### src/hw/rtl/psa_pkg.sv
`timescale 1ns / 1ps
// ----------------------------------------------------------------------------
// psa_pkg
// Shared types and constants of the priority scheduler with aging.
// ----------------------------------------------------------------------------
package psa_pkg;

  localparam int READY_DEPTH  = 16;
  localparam int WORKER_COUNT = 8;
  localparam int RIDX_W       = $clog2(READY_DEPTH);
  localparam int RCNT_W       = $clog2(READY_DEPTH + 1);
  localparam int WIDX_W       = $clog2(WORKER_COUNT);

  localparam logic [2:0] ADDR_POLICY = 3'd0;
  localparam logic [2:0] ADDR_AGING  = 3'd4;

  typedef enum logic [1:0] {
    CMD_ENTER   = 2'd0,
    CMD_CONNECT = 2'd1,
    CMD_RELEASE = 2'd2,
    CMD_TICK    = 2'd3
  } cmd_t;

  typedef enum logic [1:0] {
    KIND_ASSIGN  = 2'd0,
    KIND_PREEMPT = 2'd1,
    KIND_AGED    = 2'd2,
    KIND_DROP    = 2'd3
  } kind_t;

  typedef enum logic [3:0] {
    S_IDLE, S_AGE_RD, S_AGE_EV, S_SCHED, S_SCAN_RD, S_SCAN_EV, S_PICK,
    S_AS_RD, S_AS_EV, S_SH_RD, S_SH_WR, S_DONE
  } state_t;

  typedef struct packed {
    logic [15:0] job;
    logic [7:0]  pri;
    logic [31:0] stamp;
  } ready_entry_t;

  typedef struct packed {
    kind_t             kind;
    logic [15:0]       job;
    logic [WIDX_W-1:0] worker;
    logic [7:0]        old_pri;
    logic [7:0]        new_pri;
  } result_t;

  typedef struct packed {
    logic              any_present;
    logic              idle_found;
    logic [WIDX_W-1:0] idle_slot;
    logic              victim_found;
    logic [WIDX_W-1:0] victim_slot;
    logic [15:0]       victim_job;
    logic [7:0]        victim_pri;
  } worker_status_t;

  typedef struct packed {
    logic              connect;
    logic              release_en;
    logic              assign_en;
    logic [WIDX_W-1:0] slot;
    logic [15:0]       job;
    logic [7:0]        pri;
  } worker_ctrl_t;

endpackage

### src/hw/rtl/psa_ready_mem.sv
`timescale 1ns / 1ps
// ----------------------------------------------------------------------------
// psa_ready_mem
// Ready table storage: one write port and one registered read port.
// ----------------------------------------------------------------------------
module psa_ready_mem
  import psa_pkg::*;
(
  input  logic              clk,
  input  logic              wr_en,
  input  logic [RIDX_W-1:0] wr_addr,
  input  ready_entry_t      wr_data,
  input  logic [RIDX_W-1:0] rd_addr,
  output ready_entry_t      rd_data
);

  ready_entry_t mem [READY_DEPTH];
  ready_entry_t rd_data_r;

  always_ff @(posedge clk) begin
    if (wr_en) begin
      mem[wr_addr] <= wr_data;
    end
    rd_data_r <= mem[rd_addr];
  end

  assign rd_data = rd_data_r;

endmodule

### src/hw/rtl/psa_workers.sv
`timescale 1ns / 1ps
// ----------------------------------------------------------------------------
// psa_workers
// Worker table with idle and preemption victim selection.
// ----------------------------------------------------------------------------
module psa_workers
  import psa_pkg::*;
(
  input  logic           clk,
  input  logic           rst_n,
  input  worker_ctrl_t   ctrl,
  output worker_status_t status
);

  logic [WORKER_COUNT-1:0] present_r;
  logic [WORKER_COUNT-1:0] idle_r;
  logic [15:0]             job_r [WORKER_COUNT];
  logic [7:0]              pri_r [WORKER_COUNT];

  always_ff @(posedge clk) begin
    if (!rst_n) begin
      present_r <= '0;
      idle_r    <= '0;
    end else begin
      if (ctrl.connect && !present_r[ctrl.slot]) begin
        present_r[ctrl.slot] <= 1'b1;
        idle_r[ctrl.slot]    <= 1'b1;
      end
      if (ctrl.release_en && present_r[ctrl.slot]) begin
        idle_r[ctrl.slot] <= 1'b1;
      end
      if (ctrl.assign_en) begin
        idle_r[ctrl.slot] <= 1'b0;
      end
    end
  end

  always_ff @(posedge clk) begin
    if (ctrl.assign_en) begin
      job_r[ctrl.slot] <= ctrl.job;
      pri_r[ctrl.slot] <= ctrl.pri;
    end
  end

  always_comb begin
    status = '0;
    status.any_present = |present_r;
    for (int w = WORKER_COUNT - 1; w >= 0; w--) begin
      if (present_r[w] && idle_r[w]) begin
        status.idle_found = 1'b1;
        status.idle_slot  = WIDX_W'(w);
      end
    end
    for (int w = 0; w < WORKER_COUNT; w++) begin
      if (present_r[w] && !idle_r[w]) begin
        if (!status.victim_found || pri_r[w] > status.victim_pri) begin
          status.victim_found = 1'b1;
          status.victim_slot  = WIDX_W'(w);
          status.victim_pri   = pri_r[w];
          status.victim_job   = job_r[w];
        end
      end
    end
  end

endmodule

### src/hw/rtl/psa_cfg.sv
`timescale 1ns / 1ps
// ----------------------------------------------------------------------------
// psa_cfg
// Configuration registers behind the APB-style port.
// ----------------------------------------------------------------------------
module psa_cfg
  import psa_pkg::*;
(
  input  logic        clk,
  input  logic        rst_n,
  input  logic        psel,
  input  logic        penable,
  input  logic        pwrite,
  input  logic [2:0]  paddr,
  input  logic [31:0] pwdata,
  output logic [31:0] prdata,
  output logic        pready,
  output logic        policy,
  output logic [19:0] aging_time
);

  logic        policy_r;
  logic [19:0] aging_r;
  logic        wr;

  assign wr = psel && penable && pwrite;

  always_ff @(posedge clk) begin
    if (!rst_n) begin
      policy_r <= 1'b0;
      aging_r  <= 20'd1000;
    end else if (wr) begin
      if (paddr[2] == ADDR_AGING[2]) begin
        aging_r <= pwdata[19:0];
      end else begin
        policy_r <= pwdata[0];
      end
    end
  end

  always_comb begin
    if (paddr[2] == ADDR_AGING[2]) begin
      prdata = {12'd0, aging_r};
    end else begin
      prdata = {31'd0, policy_r};
    end
  end

  assign pready     = 1'b1;
  assign policy     = policy_r;
  assign aging_time = aging_r;

endmodule

### src/hw/rtl/priority_scheduler_with_aging_unit.sv
`timescale 1ns / 1ps
// ----------------------------------------------------------------------------
// priority_scheduler_with_aging_unit
// Job dispatcher with a ready table in memory, a worker table and aging.
// ----------------------------------------------------------------------------
// An event is taken when start is high and busy is low; busy then stays high
// until every result of the event has been presented. Results appear at most
// one per cycle on out_valid and cannot be held off; out_last marks the final
// one. The ready table sits in a memory with one registered read port, so
// every table entry visited takes a read state and then a state that uses
// the data. An aging tick in priority mode walks every ready entry, the
// priority search visits every ready entry, and an assignment moves up each
// entry behind the assigned one.
// ----------------------------------------------------------------------------
module priority_scheduler_with_aging_unit
  import psa_pkg::*;
(
  input  logic        clk,
  input  logic        rst_n,
  input  logic        start,
  output logic        busy,
  input  logic [1:0]  in_cmd,
  input  logic [15:0] in_job_id,
  input  logic [7:0]  in_job_priority,
  input  logic [2:0]  in_worker_slot,
  input  logic [31:0] in_time_ms,
  output logic        out_valid,
  output logic [1:0]  out_kind,
  output logic [15:0] out_job_id,
  output logic [2:0]  out_worker,
  output logic [7:0]  out_old_priority,
  output logic [7:0]  out_new_priority,
  output logic        out_last,
  input  logic        psel,
  input  logic        penable,
  input  logic        pwrite,
  input  logic [2:0]  paddr,
  input  logic [31:0] pwdata,
  output logic [31:0] prdata,
  output logic        pready
);

  state_t            state_r, state_nxt;
  logic [RCNT_W-1:0] count_r, count_nxt;
  logic [RCNT_W-1:0] idx_r, idx_nxt;
  logic [RIDX_W-1:0] best_idx_r, best_idx_nxt;
  logic [7:0]        best_pri_r, best_pri_nxt;
  logic [31:0]       now_r, now_nxt;
  logic              pend_vld_r, pend_vld_nxt;
  result_t           pend_r, pend_nxt;

  logic              policy;
  logic [19:0]       aging_time;
  worker_ctrl_t      wctrl;
  worker_status_t    wstat;
  logic              wr_en;
  logic [RIDX_W-1:0] wr_addr;
  ready_entry_t      wr_data;
  logic [RCNT_W-1:0] rd_idx;
  ready_entry_t      rd_data;
  logic              emit_en;
  result_t           emit_res;
  logic [31:0]       wait_ms;
  logic [RCNT_W-1:0] idx_inc;

  psa_cfg u_cfg (
    .clk        (clk),
    .rst_n      (rst_n),
    .psel       (psel),
    .penable    (penable),
    .pwrite     (pwrite),
    .paddr      (paddr),
    .pwdata     (pwdata),
    .prdata     (prdata),
    .pready     (pready),
    .policy     (policy),
    .aging_time (aging_time)
  );

  psa_workers u_workers (
    .clk    (clk),
    .rst_n  (rst_n),
    .ctrl   (wctrl),
    .status (wstat)
  );

  psa_ready_mem u_mem (
    .clk     (clk),
    .wr_en   (wr_en),
    .wr_addr (wr_addr),
    .wr_data (wr_data),
    .rd_addr (rd_idx[RIDX_W-1:0]),
    .rd_data (rd_data)
  );

  assign wait_ms = now_r - rd_data.stamp;
  assign idx_inc = idx_r + RCNT_W'(1);

  always_ff @(posedge clk) begin
    if (!rst_n) begin
      state_r    <= S_IDLE;
      count_r    <= '0;
      pend_vld_r <= 1'b0;
    end else begin
      state_r    <= state_nxt;
      count_r    <= count_nxt;
      pend_vld_r <= pend_vld_nxt;
    end
  end

  always_ff @(posedge clk) begin
    idx_r      <= idx_nxt;
    best_idx_r <= best_idx_nxt;
    best_pri_r <= best_pri_nxt;
    now_r      <= now_nxt;
    pend_r     <= pend_nxt;
  end

  always_comb begin
    state_nxt    = state_r;
    count_nxt    = count_r;
    idx_nxt      = idx_r;
    best_idx_nxt = best_idx_r;
    best_pri_nxt = best_pri_r;
    now_nxt      = now_r;
    wctrl        = '0;
    wr_en        = 1'b0;
    wr_addr      = idx_r[RIDX_W-1:0];
    wr_data      = rd_data;
    rd_idx       = idx_r;
    emit_en      = 1'b0;
    emit_res     = '0;

    unique case (state_r)
      S_IDLE: begin
        if (start) begin
          now_nxt   = in_time_ms;
          state_nxt = S_SCHED;
          unique case (cmd_t'(in_cmd))
            CMD_ENTER: begin
              if (count_r == RCNT_W'(READY_DEPTH)) begin
                emit_en          = 1'b1;
                emit_res.kind    = KIND_DROP;
                emit_res.job     = in_job_id;
                emit_res.old_pri = in_job_priority;
              end else begin
                wr_en     = 1'b1;
                wr_addr   = count_r[RIDX_W-1:0];
                wr_data   = '{job: in_job_id, pri: in_job_priority, stamp: in_time_ms};
                count_nxt = count_r + RCNT_W'(1);
              end
            end
            CMD_CONNECT: begin
              wctrl.connect = 1'b1;
              wctrl.slot    = in_worker_slot;
            end
            CMD_RELEASE: begin
              wctrl.release_en = 1'b1;
              wctrl.slot       = in_worker_slot;
            end
            CMD_TICK: begin
              if (policy) begin
                idx_nxt   = '0;
                state_nxt = S_AGE_RD;
              end
            end
          endcase
        end
      end
      S_AGE_RD: begin
        state_nxt = (idx_r >= count_r) ? S_SCHED : S_AGE_EV;
      end
      S_AGE_EV: begin
        if (rd_data.pri > 8'd1 && wait_ms >= {12'd0, aging_time}) begin
          wr_en            = 1'b1;
          wr_data.pri      = rd_data.pri - 8'd1;
          wr_data.stamp    = now_r;
          emit_en          = 1'b1;
          emit_res.kind    = KIND_AGED;
          emit_res.job     = rd_data.job;
          emit_res.old_pri = rd_data.pri;
          emit_res.new_pri = rd_data.pri - 8'd1;
        end
        idx_nxt   = idx_inc;
        state_nxt = S_AGE_RD;
      end
      S_SCHED: begin
        idx_nxt = '0;
        if (count_r == '0) begin
          state_nxt = S_DONE;
        end else if (!policy) begin
          state_nxt = wstat.idle_found ? S_AS_RD : S_DONE;
        end else begin
          state_nxt = wstat.any_present ? S_SCAN_RD : S_DONE;
        end
      end
      S_SCAN_RD: begin
        state_nxt = (idx_r >= count_r) ? S_PICK : S_SCAN_EV;
      end
      S_SCAN_EV: begin
        if (idx_r == '0 || rd_data.pri < best_pri_r) begin
          best_pri_nxt = rd_data.pri;
          best_idx_nxt = idx_r[RIDX_W-1:0];
        end
        idx_nxt   = idx_inc;
        state_nxt = S_SCAN_RD;
      end
      S_PICK: begin
        state_nxt = S_DONE;
        if (wstat.idle_found) begin
          idx_nxt   = {1'b0, best_idx_r};
          state_nxt = S_AS_RD;
        end else if (wstat.victim_found && best_pri_r < wstat.victim_pri) begin
          emit_en          = 1'b1;
          emit_res.kind    = KIND_PREEMPT;
          emit_res.job     = wstat.victim_job;
          emit_res.worker  = wstat.victim_slot;
          emit_res.old_pri = wstat.victim_pri;
        end
      end
      S_AS_RD: begin
        state_nxt = S_AS_EV;
      end
      S_AS_EV: begin
        emit_en          = 1'b1;
        emit_res.kind    = KIND_ASSIGN;
        emit_res.job     = rd_data.job;
        emit_res.worker  = wstat.idle_slot;
        emit_res.old_pri = rd_data.pri;
        wctrl.assign_en  = 1'b1;
        wctrl.slot       = wstat.idle_slot;
        wctrl.job        = rd_data.job;
        wctrl.pri        = rd_data.pri;
        state_nxt        = S_SH_RD;
      end
      S_SH_RD: begin
        rd_idx = idx_inc;
        if (idx_inc >= count_r) begin
          count_nxt = count_r - RCNT_W'(1);
          state_nxt = S_DONE;
        end else begin
          state_nxt = S_SH_WR;
        end
      end
      S_SH_WR: begin
        wr_en     = 1'b1;
        idx_nxt   = idx_inc;
        state_nxt = S_SH_RD;
      end
      S_DONE: begin
        state_nxt = S_IDLE;
      end
      default: begin
        state_nxt = S_IDLE;
      end
    endcase
  end

  always_comb begin
    pend_vld_nxt = pend_vld_r;
    pend_nxt     = pend_r;
    out_valid    = 1'b0;
    out_last     = 1'b0;
    if (emit_en) begin
      out_valid    = pend_vld_r;
      pend_vld_nxt = 1'b1;
      pend_nxt     = emit_res;
    end else if (state_r == S_DONE) begin
      out_valid    = pend_vld_r;
      out_last     = 1'b1;
      pend_vld_nxt = 1'b0;
    end
  end

  assign busy             = (state_r != S_IDLE);
  assign out_kind         = pend_r.kind;
  assign out_job_id       = pend_r.job;
  assign out_worker       = pend_r.worker;
  assign out_old_priority = pend_r.old_pri;
  assign out_new_priority = pend_r.new_pri;

endmodule
### config.mk
export PLATFORM = sky130hd
export DESIGN_NAME = priority_scheduler_with_aging_unit
export DESIGN_NICKNAME = d
export VERILOG_FILES = /design/src/hw/rtl/psa_pkg.sv /design/src/hw/rtl/psa_ready_mem.sv /design/src/hw/rtl/psa_workers.sv /design/src/hw/rtl/psa_cfg.sv /design/src/hw/rtl/priority_scheduler_with_aging_unit.sv
export SDC_FILE = /design/constraint.sdc
export NUM_CORES = 2
export LEC_CHECK = 0
export ABC_CLOCK_PERIOD_IN_PS = 52300
export BUFFER_PORTS_ARGS = -buffer_cell sky130_fd_sc_hd__buf_2
export CAP_MARGIN = 30
export CORE_AREA = 2 2 470 472
export DETAILED_ROUTE_END_ITERATION = 16
export DIE_AREA = 0 0 472 474
export PLACE_DENSITY = 0.39
export SYNTH_ARGS = -nofsm -noshare
export SYNTH_HDL_FRONTEND = slang
export SYNTH_SLANG_ARGS = --single-unit
### constraint.sdc
create_clock -name clk -period 52.3 [get_ports clk]
set_clock_uncertainty 0.2 [all_clocks]
set_input_delay 7.845 -clock clk [delete_from_list [all_inputs] [get_ports clk]]
set_output_delay 7.845 -clock clk [all_outputs]
set_load 0.05 [all_outputs]
==> qor.txt <==
met2 Use GR -> 24.28%
post-DP HPWL -> 99040 um
average size of a mapped cell -> 16.78 um2
Comb power frac -> 20.0%
CTS tree -> built
Final setup viols -> 0
most frequent cells in the layout -> edfxtp_1 (1174), mux4_2 (280), nand2_1 (213)
Critical Path Source Type -> flop
Seq/Total Area, Yosys -> 68.70%
HP Class -> reg -> reg
Num CTS Buffers -> 150
# clock sinks -> 1277
Int Pwr -> 2.059 mW
critical path arrival -> 19690 ps
Initial DRC Count -> 2581
cells after synthesis -> 3238
FF/Latch Area -> 37320 um2
fillcell total -> 21710
drt wl/cell -> 26.04 um
io pins -> 175
commonest non-fill, non-tap cell in the layout -> edfxtp_1
IO Port Bufs -> 147
worst-case clock buffer depth -> 3
total die area -> 223700 um2
first-pass GRT wire length -> 236500 um
share of layout cells above drive strength 1 -> 23.64%
critical path buffer and inverter count -> 8
fin. max-slew vios -> 0
Die X -> 472 um
post-layout minimum cycle time -> 27730 ps
Mapped Area -> 54320 um2
Flop pwr share -> 44.5%
Synth async-reset ratio -> 0%
Yosys top cell area share -> 64.90%
Worst path max stage delay -> 780 ps
Worst R2R Path Depth -> 77
Final period util -> 53.02%
Slew Limit Headroom -> 28.19%
final hold vios -> 0
Cell variety after synth -> 92
worst setup path end -> out_valid
largest net degree at the start of global routing -> 127
cts repair resizes -> 0
# H-tree levels -> 4
vias -> 30240
Worst path depth -> 77
Total Routed Length -> 168000 um
setup repair bufs after CTS -> 0
post-layout util -> 29.17%
Ys Warns -> 0
Max-Cap Viols -> 0
Yosys reg bits -> 1277
Initial Utilization -> 24.84%
most area-hungry cell type in the Yosys netlist -> edfxtp_1
number of global-route vias before repair -> 30800
CORE AREA -> 218700 um2
critical path class -> reg -> out
Worst Hold Slack -> 265.9 ps
Leak -> 21.44 nW
grt total ovfl -> 0
most frequent cell on the critical path -> a21oi_1
antenna-violating nets left -> 0
critical path required time -> 44260 ps
worst r2r src -> u_workers.present_r[0]$_SDFFE_PN0P_
Critical Path Source -> u_workers.present_r[0]$_SDFFE_PN0P_
busiest layer in global routing -> met2
Via density -> 4.687
Root Buffer -> clkbuf_16
# DRC -> 0
Net Sw Frac -> 29.41%
status -> finished, final reports clean
RSZ-0062 raised after global routing -> no
f_max -> 36.06 MHz
net load switching power -> 0.8579 mW
nets -> 3704
CP top delay family -> compound AO/OA/AOI/OAI gates
CTS Hold Buffers Added -> 0
TritonRoute pass-1 iters -> 7
die height -> 474 um
worst skew pair latency -> 800 ps
combined area of the multi-input logic cells -> 16100 um2
initial antenna violation count -> 9
FP Rows -> 172
Tot GR Track Use -> 14.77%
Reg2Reg Capture Point -> out_job_id[10]$_DFFE_PP_
M3 GR Usage -> 2.174%
largest fanout on the critical path -> 60
Slew @ Worst Pin -> 1077 ps
Total Neg Setup Slack -> 0 ps
PD cells -> 45.74 nW/um2
slowest CP cell -> a21o_2
Reg clk slew, reported paths -> 60 ps
most used flip-flop cell after synthesis -> edfxtp_1
clock share of power -> 35.4%
R2R Setup Slk -> 32370 ps
Placer Congestion -> 0.7643
synth-to-layout area growth -> 17.40%
number of synthesized flops with an enable pin -> 1174
met1 Use GR -> 20.59%
Worst setup EP type -> output pin
Peak VDD IR -> 0.00003425 V
Synth area leaders -> edfxtp_1 (65%), mux4_2 (12%), dfxtp_1 (3.8%)
[state kept, by name, summed over array words and instances, names as in the netlist, named ones only]
name	cells
u_mem.rd_data	56
best_pri_r	8
u_workers.present_r	8
u_cfg.aging_time	20
u_workers.idle_r	1
out_kind	2
u_workers.pri_r	64
u_cfg.policy	1
u_mem.mem	896
out_old_priority	8
idx_r	5
state_r	4
best_idx_r	4
pend_vld_r	1
out_new_priority	8
u_workers.job_r	128
out_job_id	16
now_r	32
out_worker	3
count_r	5
[per-stage QoR]
| step | std cells | worst slack [ps] | power [mW] | area (um2) |
|---|---|---|---|---|
| 2_1_floorplan | 3249 | 28550 | 1.697 | 54360 |
| 3_3_place_gp | 6165 | 25190 | 1.910 | 58740 |
| 3_5_place_dp | 6171 | 25310 | 1.908 | 58810 |
| 4_1_cts | 6444 | 24380 | 2.956 | 63680 |
| 5_1_grt | 6450 | 23090 | 3.044 | 63760 |
| 6_report | 6453 | 24570 | 2.917 | 63770 |
[worst register-to-register path: cells and delay by family, from the launching register on]
kind,cells,cell delay [ps]
DFF,1,460
AOI/OAI and AO/OA,39,9320
muxes,1,250
adders and majority gates,8,2610
and+or+nand+nor,21,4150
buffers and inverters,8,2530
[cells in the mapped netlist (25+ instances only)]
master	count
a22o_1	31
clkbuf_1	106
nand3_1	41
dfxtp_1	103
buf_2	38
mux4_2	280
nand2_1	213
nand4_1	27
o211ai_1	38
a21o_1	61
inv_1	100
ha_1	143
a21oi_1	125
edfxtp_1	1174
o21ai_0	80
a221o_1	25
nor3_1	50
nor2b_1	40
nor2_1	148
and2_1	29
[power groups by stage]
stage / clock network (mW) / logic [mW] / registers, mW
6_report: 1.03 / 0.584 / 1.30
5_1_grt: 1.10 / 0.638 / 1.30
4_1_cts: 1.07 / 0.591 / 1.30
3_5_place_dp: 0 / 0.589 / 1.32
3_3_place_gp: 0 / 0.591 / 1.32
2_1_floorplan: 0 / 0.382 / 1.31
[cell families after synthesis]
family	after synthesis	synth area share, %
other	2	0.01383
buffers and inverters	281	2.225
DFF	1277	68.70
and+or+nand+nor	611	5.247
xor gates and xnor gates	39	0.6288
AOI/OAI and AO/OA	564	7.449
adders and majority gates	145	3.368
muxes	319	12.37
[worst min path at each step]
stage                                                  from                                end  slack (ps)  depth (start not counted)
after floorplan                   u_mem.rd_data[35]$_DFF_P_            best_pri_r[3]$_DFFE_PP_         230                          0
after global placement     u_cfg.aging_time[2]$_SDFFE_PN0P_   u_cfg.aging_time[2]$_SDFFE_PN0P_         250                          2
after detailed placement  u_cfg.aging_time[16]$_SDFFE_PN0P_  u_cfg.aging_time[16]$_SDFFE_PN0P_         260                          2
after CTS                 u_cfg.aging_time[16]$_SDFFE_PN0P_  u_cfg.aging_time[16]$_SDFFE_PN0P_         270                          2
after global routing      u_cfg.aging_time[19]$_SDFFE_PN0P_  u_cfg.aging_time[19]$_SDFFE_PN0P_         280                          2
final                     u_cfg.aging_time[16]$_SDFFE_PN0P_  u_cfg.aging_time[16]$_SDFFE_PN0P_         270                          2
[per-layer routing]
layer,wire [um],up-vias
met5,27,-
met3,6164,185
met2,80100,615
met4,2930,4
met1,78800,16060
li1,-,13380
[cell type report]
class / instances / share of cell area, %
Sequential cell: 1277 / 58.51
Multi-Input combinational cell: 1691 / 25.25
Clock buffer: 206 / 6.482
Tap cell: 2871 / 5.633
Timing Repair Buffer: 236 / 2.348
Clock inverter: 67 / 1.163
Inverter: 101 / 0.5945
Antenna cell: 4 / 0.01570
Power figures use the tool's default switching activity.
